$ cat config.mk
export PLATFORM = sky130hd
export DESIGN_NAME = shortest_queue_assigner
export DESIGN_NICKNAME = d
export VERILOG_FILES = /design/src/design/sqa_pkg.sv /design/src/design/shortest_queue_assigner.sv /design/src/design/sqa_ctrl.sv /design/src/design/sqa_datapath.sv
export VERILOG_INCLUDE_DIRS = /design/src /design/src/design
export SDC_FILE = /design/constraint.sdc
export NUM_CORES = 2
export LEC_CHECK = 0
export ABC_CLOCK_PERIOD_IN_PS = 9900
export BUFFER_PORTS_ARGS = -buffer_cell sky130_fd_sc_hd__buf_2
export CORE_MARGIN = 3
export CORE_UTILIZATION = 65
export CTS_BUF_LIST = sky130_fd_sc_hd__clkbuf_2
export DETAILED_ROUTE_END_ITERATION = 6
export PLACE_DENSITY = 0.81
export SLEW_MARGIN = 20
export SYNTH_ARGS = -nofsm -noshare
export SYNTH_HDL_FRONTEND = slang
export SYNTH_SLANG_ARGS = --single-unit
export TNS_END_PERCENT = 10
$ cat constraint.sdc
create_clock -name clock -period 9.9 [get_ports clock]
set_input_delay 1.98 -clock clock [delete_from_list [all_inputs] [get_ports clock]]
set_output_delay 1.98 -clock clock [all_outputs]
set_load 0.005 [all_outputs]
$ cat src/design/shortest_queue_assigner_defines.svh
// ----------------------------------------------------------------------------
// Assertion macros for the shortest queue assigner
// Clocked property checks that compile away when ASSERT_OFF is set.
// ----------------------------------------------------------------------------
`ifndef SHORTEST_QUEUE_ASSIGNER_DEFINES_SVH
`define SHORTEST_QUEUE_ASSIGNER_DEFINES_SVH

`ifndef ASSERT_OFF

// Check an implication at every rising clock edge outside reset.
`define SQA_ASSERT(label, clk, rst, prop, msg) \
   label: assert property (@(posedge clk) disable iff (rst) (prop)) else $error(msg);

// Check that a condition never holds outside reset.
`define SQA_ASSERT_NEVER(label, clk, rst, cond, msg) \
   label: assert property (@(posedge clk) disable iff (rst) !(cond)) else $error(msg);

`else

`define SQA_ASSERT(label, clk, rst, prop, msg)
`define SQA_ASSERT_NEVER(label, clk, rst, cond, msg)

`endif

`endif

$ cat src/design/sqa_pkg.sv
// ----------------------------------------------------------------------------
// Shortest queue assigner package
// Shared widths, transaction types, controller states and command/status.
// ----------------------------------------------------------------------------
`timescale 1ns / 1ps

package sqa_pkg;

   localparam int LINES_DEFAULT       = 128;
   localparam int LENGTH_BITS_DEFAULT = 16;

   localparam int LINE_BITS        = 7;
   localparam int LENGTH_OUT_BITS  = 16;
   localparam int LINE_COUNT_BITS  = 8;

   localparam logic [LINE_COUNT_BITS-1:0] LINE_COUNT_RESET = 8'd1;

   typedef enum logic [0:0] {
      FUNC_LOAD   = 1'b0,
      FUNC_ASSIGN = 1'b1
   } func_type;

   typedef struct packed {
      func_type                    func;
      logic [LINE_BITS-1:0]        line_index;
      logic [LENGTH_OUT_BITS-1:0]  load_length;
   } req_type;

   typedef struct packed {
      logic [LINE_BITS-1:0]        chosen_line;
      logic [LENGTH_OUT_BITS-1:0]  chosen_length;
   } rsp_type;

   typedef enum logic [2:0] {
      ST_CLEAR,
      ST_IDLE,
      ST_SCAN,
      ST_DRAIN,
      ST_UPDATE,
      ST_HOLD
   } state_type;

   typedef struct packed {
      logic clear_write;
      logic load_write;
      logic scan_start;
      logic scan_step;
      logic update_write;
      logic result_load;
   } cmd_type;

   typedef struct packed {
      logic clear_last;
      logic scan_last;
      logic out_free;
   } status_type;

endpackage

$ cat src/design/shortest_queue_assigner.sv
// Assign: scans the first line_count queues (clamped to 1..LINES) one memory
// read per cycle, drains the last read, writes the chosen queue back one longer
// (saturating) and loads the result; the next transaction is taken in idle.
// Load: written on acceptance, no result. A stalled earlier response delays
// the result load and the return to idle. After synchronous reset a clearing
// pass zeroes the memory with req_stall high; line_count resets to 1.
// ----------------------------------------------------------------------------
// Shortest queue assigner
// Join-shortest-queue selection over a bank of saturating length counters.
// ----------------------------------------------------------------------------
`timescale 1ns / 1ps

module shortest_queue_assigner #(
   parameter int LINES       = sqa_pkg::LINES_DEFAULT,
   parameter int LENGTH_BITS = sqa_pkg::LENGTH_BITS_DEFAULT
) (
   input  logic                                 clock,
   input  logic                                 reset,
   input  logic                                 req_valid,
   output logic                                 req_stall,
   input  sqa_pkg::req_type                     req_data,
   output logic                                 rsp_valid,
   input  logic                                 rsp_stall,
   output sqa_pkg::rsp_type                     rsp_data,
   input  logic                                 csr_write_enable,
   input  logic [sqa_pkg::LINE_COUNT_BITS-1:0]  csr_write_data
);
   import sqa_pkg::*;

   cmd_type    cmd;
   status_type status;

   sqa_ctrl u_ctrl (
      .clock     (clock),
      .reset     (reset),
      .req_valid (req_valid),
      .req_func  (req_data.func),
      .req_stall (req_stall),
      .status    (status),
      .cmd       (cmd)
   );

   sqa_datapath #(
      .LINES       (LINES),
      .LENGTH_BITS (LENGTH_BITS)
   ) u_datapath (
      .clock            (clock),
      .reset            (reset),
      .req_data         (req_data),
      .rsp_valid        (rsp_valid),
      .rsp_stall        (rsp_stall),
      .rsp_data         (rsp_data),
      .csr_write_enable (csr_write_enable),
      .csr_write_data   (csr_write_data),
      .cmd              (cmd),
      .status           (status)
   );

endmodule

$ cat src/design/sqa_ctrl.sv
// ----------------------------------------------------------------------------
// Shortest queue assigner controller
// Sequences the clearing pass, loads, the queue scan and the write-back.
// ----------------------------------------------------------------------------
`timescale 1ns / 1ps

module sqa_ctrl (
   input  logic                 clock,
   input  logic                 reset,
   input  logic                 req_valid,
   input  sqa_pkg::func_type    req_func,
   output logic                 req_stall,
   input  sqa_pkg::status_type  status,
   output sqa_pkg::cmd_type     cmd
);
   import sqa_pkg::*;

   state_type state_ff;
   state_type state_in;
   logic      req_accept;

   assign req_accept = req_valid && (state_ff == ST_IDLE);

   always_ff @(posedge clock) begin
      if (reset) begin
         state_ff <= ST_CLEAR;
      end else begin
         state_ff <= state_in;
      end
   end

   always_comb begin
      state_in = state_ff;
      unique case (state_ff)
         ST_CLEAR: begin
            if (status.clear_last) state_in = ST_IDLE;
         end
         ST_IDLE: begin
            if (req_accept && (req_func == FUNC_ASSIGN)) state_in = ST_SCAN;
         end
         ST_SCAN: begin
            if (status.scan_last) state_in = ST_DRAIN;
         end
         ST_DRAIN: begin
            state_in = ST_UPDATE;
         end
         ST_UPDATE: begin
            state_in = status.out_free ? ST_IDLE : ST_HOLD;
         end
         ST_HOLD: begin
            if (status.out_free) state_in = ST_IDLE;
         end
         default: begin
            state_in = ST_CLEAR;
         end
      endcase
   end

   always_comb begin
      cmd       = '0;
      req_stall = 1'b1;
      unique case (state_ff)
         ST_CLEAR: begin
            cmd.clear_write = 1'b1;
         end
         ST_IDLE: begin
            req_stall      = 1'b0;
            cmd.load_write = req_accept && (req_func == FUNC_LOAD);
            cmd.scan_start = req_accept && (req_func == FUNC_ASSIGN);
         end
         ST_SCAN: begin
            cmd.scan_step = 1'b1;
         end
         ST_DRAIN: begin
            cmd = '0;
         end
         ST_UPDATE: begin
            cmd.update_write = 1'b1;
            cmd.result_load  = status.out_free;
         end
         ST_HOLD: begin
            cmd.result_load = status.out_free;
         end
         default: begin
            cmd = '0;
         end
      endcase
   end

endmodule

$ cat src/design/sqa_datapath.sv
// ----------------------------------------------------------------------------
// Shortest queue assigner datapath
// Length memory, scan address counter, running minimum and result register.
// ----------------------------------------------------------------------------
`timescale 1ns / 1ps

`include "shortest_queue_assigner_defines.svh"

module sqa_datapath #(
   parameter int LINES       = sqa_pkg::LINES_DEFAULT,
   parameter int LENGTH_BITS = sqa_pkg::LENGTH_BITS_DEFAULT
) (
   input  logic                                 clock,
   input  logic                                 reset,
   input  sqa_pkg::req_type                     req_data,
   output logic                                 rsp_valid,
   input  logic                                 rsp_stall,
   output sqa_pkg::rsp_type                     rsp_data,
   input  logic                                 csr_write_enable,
   input  logic [sqa_pkg::LINE_COUNT_BITS-1:0]  csr_write_data,
   input  sqa_pkg::cmd_type                     cmd,
   output sqa_pkg::status_type                  status
);
   import sqa_pkg::*;

   localparam int IDX_W = $clog2(LINES);
   localparam int CW    = (IDX_W + 1 > LINE_COUNT_BITS) ? IDX_W + 1 : LINE_COUNT_BITS;

   logic [LENGTH_BITS-1:0]     mem [LINES];

   logic [LINE_COUNT_BITS-1:0] line_count_ff;
   logic [IDX_W-1:0]           scan_addr_ff;
   logic [IDX_W-1:0]           scan_addr_in;
   logic                       rd_valid_ff;
   logic [IDX_W-1:0]           rd_idx_ff;
   logic [LENGTH_BITS-1:0]     rd_data_ff;
   logic [IDX_W-1:0]           best_idx_ff;
   logic [LENGTH_BITS-1:0]     best_len_ff;
   logic                       rsp_valid_ff;
   logic                       rsp_valid_in;
   rsp_type                    rsp_data_ff;

   logic [CW-1:0]              lc_ext;
   logic [IDX_W-1:0]           last_idx;
   logic                       load_in_range;
   logic                       wr_en;
   logic [IDX_W-1:0]           wr_addr;
   logic [LENGTH_BITS-1:0]     wr_data;
   logic [LENGTH_BITS-1:0]     best_len_inc;
   logic                       take_new;

   // line_count register: zero acts as one, above LINES acts as LINES
   always_ff @(posedge clock) begin
      if (reset) begin
         line_count_ff <= LINE_COUNT_RESET;
      end else if (csr_write_enable) begin
         line_count_ff <= csr_write_data;
      end
   end

   always_comb begin
      lc_ext = CW'(line_count_ff);
      if (lc_ext == '0) begin
         last_idx = '0;
      end else if (lc_ext > CW'(LINES)) begin
         last_idx = IDX_W'(LINES - 1);
      end else begin
         last_idx = IDX_W'(lc_ext - CW'(1));
      end
   end

   // Address counter shared by the clearing pass and the scan
   always_comb begin
      scan_addr_in = scan_addr_ff;
      if (cmd.scan_start) begin
         scan_addr_in = '0;
      end else if (cmd.clear_write || cmd.scan_step) begin
         scan_addr_in = scan_addr_ff + 1'b1;
      end
   end

   always_ff @(posedge clock) begin
      if (reset) begin
         scan_addr_ff <= '0;
         rd_valid_ff  <= 1'b0;
      end else begin
         scan_addr_ff <= scan_addr_in;
         rd_valid_ff  <= cmd.scan_step;
      end
   end

   assign status.clear_last = (scan_addr_ff == IDX_W'(LINES - 1));
   assign status.scan_last  = (scan_addr_ff == last_idx);
   assign status.out_free   = !rsp_valid_ff || !rsp_stall;

   // Write port select
   assign load_in_range = (CW'(req_data.line_index) < CW'(LINES));
   assign best_len_inc  = (best_len_ff == {LENGTH_BITS{1'b1}}) ? best_len_ff
                                                               : best_len_ff + 1'b1;

   always_comb begin
      wr_en   = 1'b0;
      wr_addr = scan_addr_ff;
      wr_data = '0;
      if (cmd.clear_write) begin
         wr_en = 1'b1;
      end else if (cmd.load_write) begin
         wr_en   = load_in_range;
         wr_addr = IDX_W'(req_data.line_index);
         wr_data = LENGTH_BITS'(req_data.load_length);
      end else if (cmd.update_write) begin
         wr_en   = 1'b1;
         wr_addr = best_idx_ff;
         wr_data = best_len_inc;
      end
   end

   always_ff @(posedge clock) begin
      if (wr_en) begin
         mem[wr_addr] <= wr_data;
      end
      rd_data_ff <= mem[scan_addr_ff];
      rd_idx_ff  <= scan_addr_ff;
   end

   // Running minimum; strict compare keeps the lowest index on ties
   assign take_new = rd_valid_ff && ((rd_idx_ff == '0) || (rd_data_ff < best_len_ff));

   always_ff @(posedge clock) begin
      if (take_new) begin
         best_idx_ff <= rd_idx_ff;
         best_len_ff <= rd_data_ff;
      end
   end

   // Result register
   assign rsp_valid_in = cmd.result_load || (rsp_valid_ff && rsp_stall);

   always_ff @(posedge clock) begin
      if (reset) begin
         rsp_valid_ff <= 1'b0;
      end else begin
         rsp_valid_ff <= rsp_valid_in;
      end
   end

   always_ff @(posedge clock) begin
      if (cmd.result_load) begin
         rsp_data_ff.chosen_line   <= LINE_BITS'(best_idx_ff);
         rsp_data_ff.chosen_length <= LENGTH_OUT_BITS'(best_len_ff);
      end
   end

   assign rsp_valid = rsp_valid_ff;
   assign rsp_data  = rsp_data_ff;

   `SQA_ASSERT_NEVER(a_no_result_overwrite, clock, reset,
      cmd.result_load && rsp_valid_ff && rsp_stall, "result overwritten before taken")
   `SQA_ASSERT_NEVER(a_drained_before_writeback, clock, reset,
      cmd.update_write && rd_valid_ff, "write-back while scan data still in flight")
   `SQA_ASSERT_NEVER(a_no_write_during_scan, clock, reset,
      cmd.scan_step && wr_en, "memory written during scan")

endmodule

==> flow_summary.toml <==
[min_path]
hold_depth = 3
hp-start = "csr_write_data[1]"
min_path_type = "in -> reg"
holdPathEnd = "u_datapath.lc_ext[1]"

[die]
die_y_um = 362
die_area_um2 = 131000
initial_core_util_pct = 65.6
rows = 130
coreArea_um2 = 126000
io_pins = 62
die_x_um = 362

[placed_design]
dpl.hpwl_mm = 121
io_buffer_count = 61
gp_congestion = 0.917

[cts]
ctsHoldBuffers = 0
cts_sinks = 2137
clockRootBuffer = "clkbuf_2"
cts_tree = "built"
clockBufferDepth = 4
postCtsSetupBuffers = 0
cts_resized = 0
htreeDepth = 5
clk_pin_slew_ns = 0.12
clkLatencyLatePin_ns = 1.84
cts_buffers = 492

[run]
cap_viol_max_count = 0

[grt]
grt_max_degree = 118
track_usage_pct = 31.5
grt_pass1_wl_mm = 292
grt_pass1_vias = 42200
grt_overflow_total = 0
antenna_found_initial = 9

[yosys]
netlist_top_cells_area = "edfxtp_1 76%, mux4_2 17%, dfxtp_1 1.0%"
ys_types = 65
syn_avg_cell_area_um2 = 22.9
yosysTopAreaCell = "edfxtp_1"
synth_top_area_share_pct = 76.1
synthCells = 3603
ys_seq_elements = 2137
dominantRegCellSynth = "edfxtp_1"
synth_edf_count = 2094
yosysSeqAreaShare_pct = 77.2
synth_nets = 3659
synthArstFlopShare_pct = 0
ys_warn_count = 0
synth_area_um2 = 82600

[worst_setup_path]
critical-path-max-stage-delay_ns = 0.73
crit_path_top_delay_cell = "dfxtp_1"
startpoint = "u_ctrl.state_ff[1]"
reg2reg_depth = 7
crit_path_end_kind = "output pin"
crit_path_max_fanout = 13
critPathTopFamily = "flip-flops"
worstReg2RegEnd = "u_datapath.rd_data_ff[6]"
path_cells = "inv_1, nand3b_1, buf_2"
crit_required_ns = 7.92
reg2reg_slack_ns = 4.93
cp.buffers_inverters = 2
cp-start-kind = "flip-flop"
worstSetupPathType = "reg -> out"
arrival_ns = 3.12
reg2reg_from = "u_datapath.scan_addr_ff[1]"

[timing]
period_share_pct = 51.5
setup_viol = 0
fmax_ghz = 0.196
rsz0062_at_grt = "false"
min_period_ns = 5.10
tightest_slew_ns = 1.17
slew_headroom_pct = 21.7
hold_viol = 0
finalSetupTns_ns = 0
skew_ns = 0.179
slew_violations = 0

[pwr]
internal_power_uw = 12200
p_leak_uw = 0.0266
peakVddDrop_v = 0.000133
clockPowerShare_pct = 32.9
p_seq_share_pct = 61.4
p_sw_uw = 3870
comb_power_share_pct = 5.8
power_density_nw_per_um2 = 178
p_sw_share_pct = 24.1
total_power_uw = 16100

[drt]
drt-initial-drc-count = 6121
post_drt_wl_per_cell_um = 32.7
vias = 42000
dr.pass1.iters = 6
avgViaCountPerCell = 6.79
drc = 0
wl_mm = 203
ant_nets = 0

[layout]
layout-drive-gt1-share_pct = 36.9
finalNetCount = 4209
nFillCells = 7117
syn_to_final_growth_pct = 9.07

[outcome]
outcome = "completed"
[state kept, by name, indices dropped and copies added, names as in the netlist]
signal and count:
u_datapath.best_idx_ff 7, u_datapath.mem 2048, u_datapath.lc_ext 8, u_datapath.rd_data_ff 16
u_datapath.rsp_valid 1, u_datapath.rd_idx_ff 7, u_datapath.scan_addr_ff 7, u_datapath.rd_valid_ff 1
u_datapath.rsp_data 23, u_ctrl.state_ff 3, u_datapath.best_len_ff 16
[metrics by stage]
stage	worst slack [ns]	util, %	hold slack [ns]	cells	instance area (um2)
4_1_cts	4.67	71.5	0.182	6174	90000
5_1_grt	4.59	71.5	0.242	6182	90100
6_report	4.80	71.6	0.407	6188	90100
2_1_floorplan	2.04	-	0.326	3603	82600
3_5_place_dp	4.54	68.1	0.420	5307	85800
3_3_place_gp	4.60	68.1	0.415	5306	85700
[worst max-delay path by stage]
stage / slack (ns) / endpoint / depth (start not counted)
after floorplan: 2.04 / u_datapath.mem[0][10] / 7
after CTS: 4.67 / req_stall / 3
final: 4.80 / req_stall / 3
after detailed placement: 4.54 / u_datapath.mem[113][15] / 8
after global routing: 4.59 / req_stall / 3
after global placement: 4.60 / u_datapath.mem[7][4] / 9
[worst register-to-register path, delay by kind of cell (launching register included)]
kind	cells	cell delay [ns]
AO/OA/AOI/OAI	1	0.71
buffers and inverters	2	1.63
flip-flops	1	0.75
multiplexers	3	1.42
AND/OR/NAND/NOR	1	0.33
[per-layer routing]
layer  track usage [%]  routed length (um)  vias to the layer above
li1                  -                   -                    16700
met3              10.5               27400                      442
met4              13.0                8220                        4
met2              47.4               96800                     3332
met5             0.518                 129                        -
met1              43.5               70100                    21500
[layout make-up]
cell class,instances,area (um2),share of cell area [%]
Antenna cell,12,30.0,0.0333
Clock buffer,719,3600,3.99
Clock inverter,148,628,0.697
Inverter,21,78.8,0.0875
Multi-Input combinational cell,1255,18100,20.1
Sequential cell,2137,63800,70.8
Tap cell,1650,2060,2.29
Timing Repair Buffer,246,1830,2.03
[cells in the mapped netlist, types with 4 or more instances]
cell type and instances:
o211ai_1 6, and3_1 4, a21o_1 5, nand2_1 71, nand4_1 10, inv_1 21, xnor2_1 16, and2_1 7
ha_1 19, o2111ai_1 5, nor2_1 168, buf_4 23, xor2_1 7, or2_2 5, o21a_1 5, or3_1 5
buf_1 27, buf_2 62, edfxtp_1 2094, a22oi_1 10, nor3_1 7, a221oi_1 26, o21ai_0 58, mux4_2 611
nor2b_1 7, clkbuf_1 76, a21oi_1 15, dfxtp_1 43, o22a_1 5, nand2b_1 6, nand3_1 25, nand3b_1 6
mux2_2 27, mux2i_1 74
[power groups by stage]
stage	combinational (uW)	clock, uW	sequential [uW]
5_1_grt	962	5830	9860
3_3_place_gp	898	0	10100
2_1_floorplan	627	0	10000
4_1_cts	914	5370	9860
3_5_place_dp	911	0	10100
6_report	928	5280	9860
[kinds of logic after synthesis]
logic type | synth area share, %
AO/OA/AOI/OAI | 1.34
XOR/XNOR | 0.244
adder cells (fa/ha/maj) | 0.288
buffers and inverters | 1.18
flip-flops | 77.2
multiplexers | 17.9
AND/OR/NAND/NOR | 1.86
[cell usage in the layout, fill, tap and decap left out, types with 7 or more instances in the layout]
master / netlist / final
a221oi_1: 26 / 26
o21ai_4: 0 / 15
dfxtp_1: 43 / 37
clkinv_1: 0 / 125
a21oi_1: 15 / 14
nor2b_1: 7 / 7
buf_2: 62 / 61
mux2i_1: 74 / 74
o21ai_0: 58 / 43
clkbuf_2: 0 / 719
nand4_1: 10 / 10
mux4_2: 611 / 611
diode_2: 0 / 12
nand2_1: 71 / 70
nor2_1: 168 / 163
nor3_1: 7 / 7
buf_4: 23 / 175
ha_1: 19 / 19
mux2_2: 27 / 27
edfxtp_1: 2094 / 2094
nand3_1: 25 / 25
and2_1: 7 / 7
a22oi_1: 10 / 10
clkinv_2: 0 / 16
xor2_1: 7 / 7
inv_1: 21 / 21
xnor2_1: 16 / 16
Power figures use the tool's default switching activity.
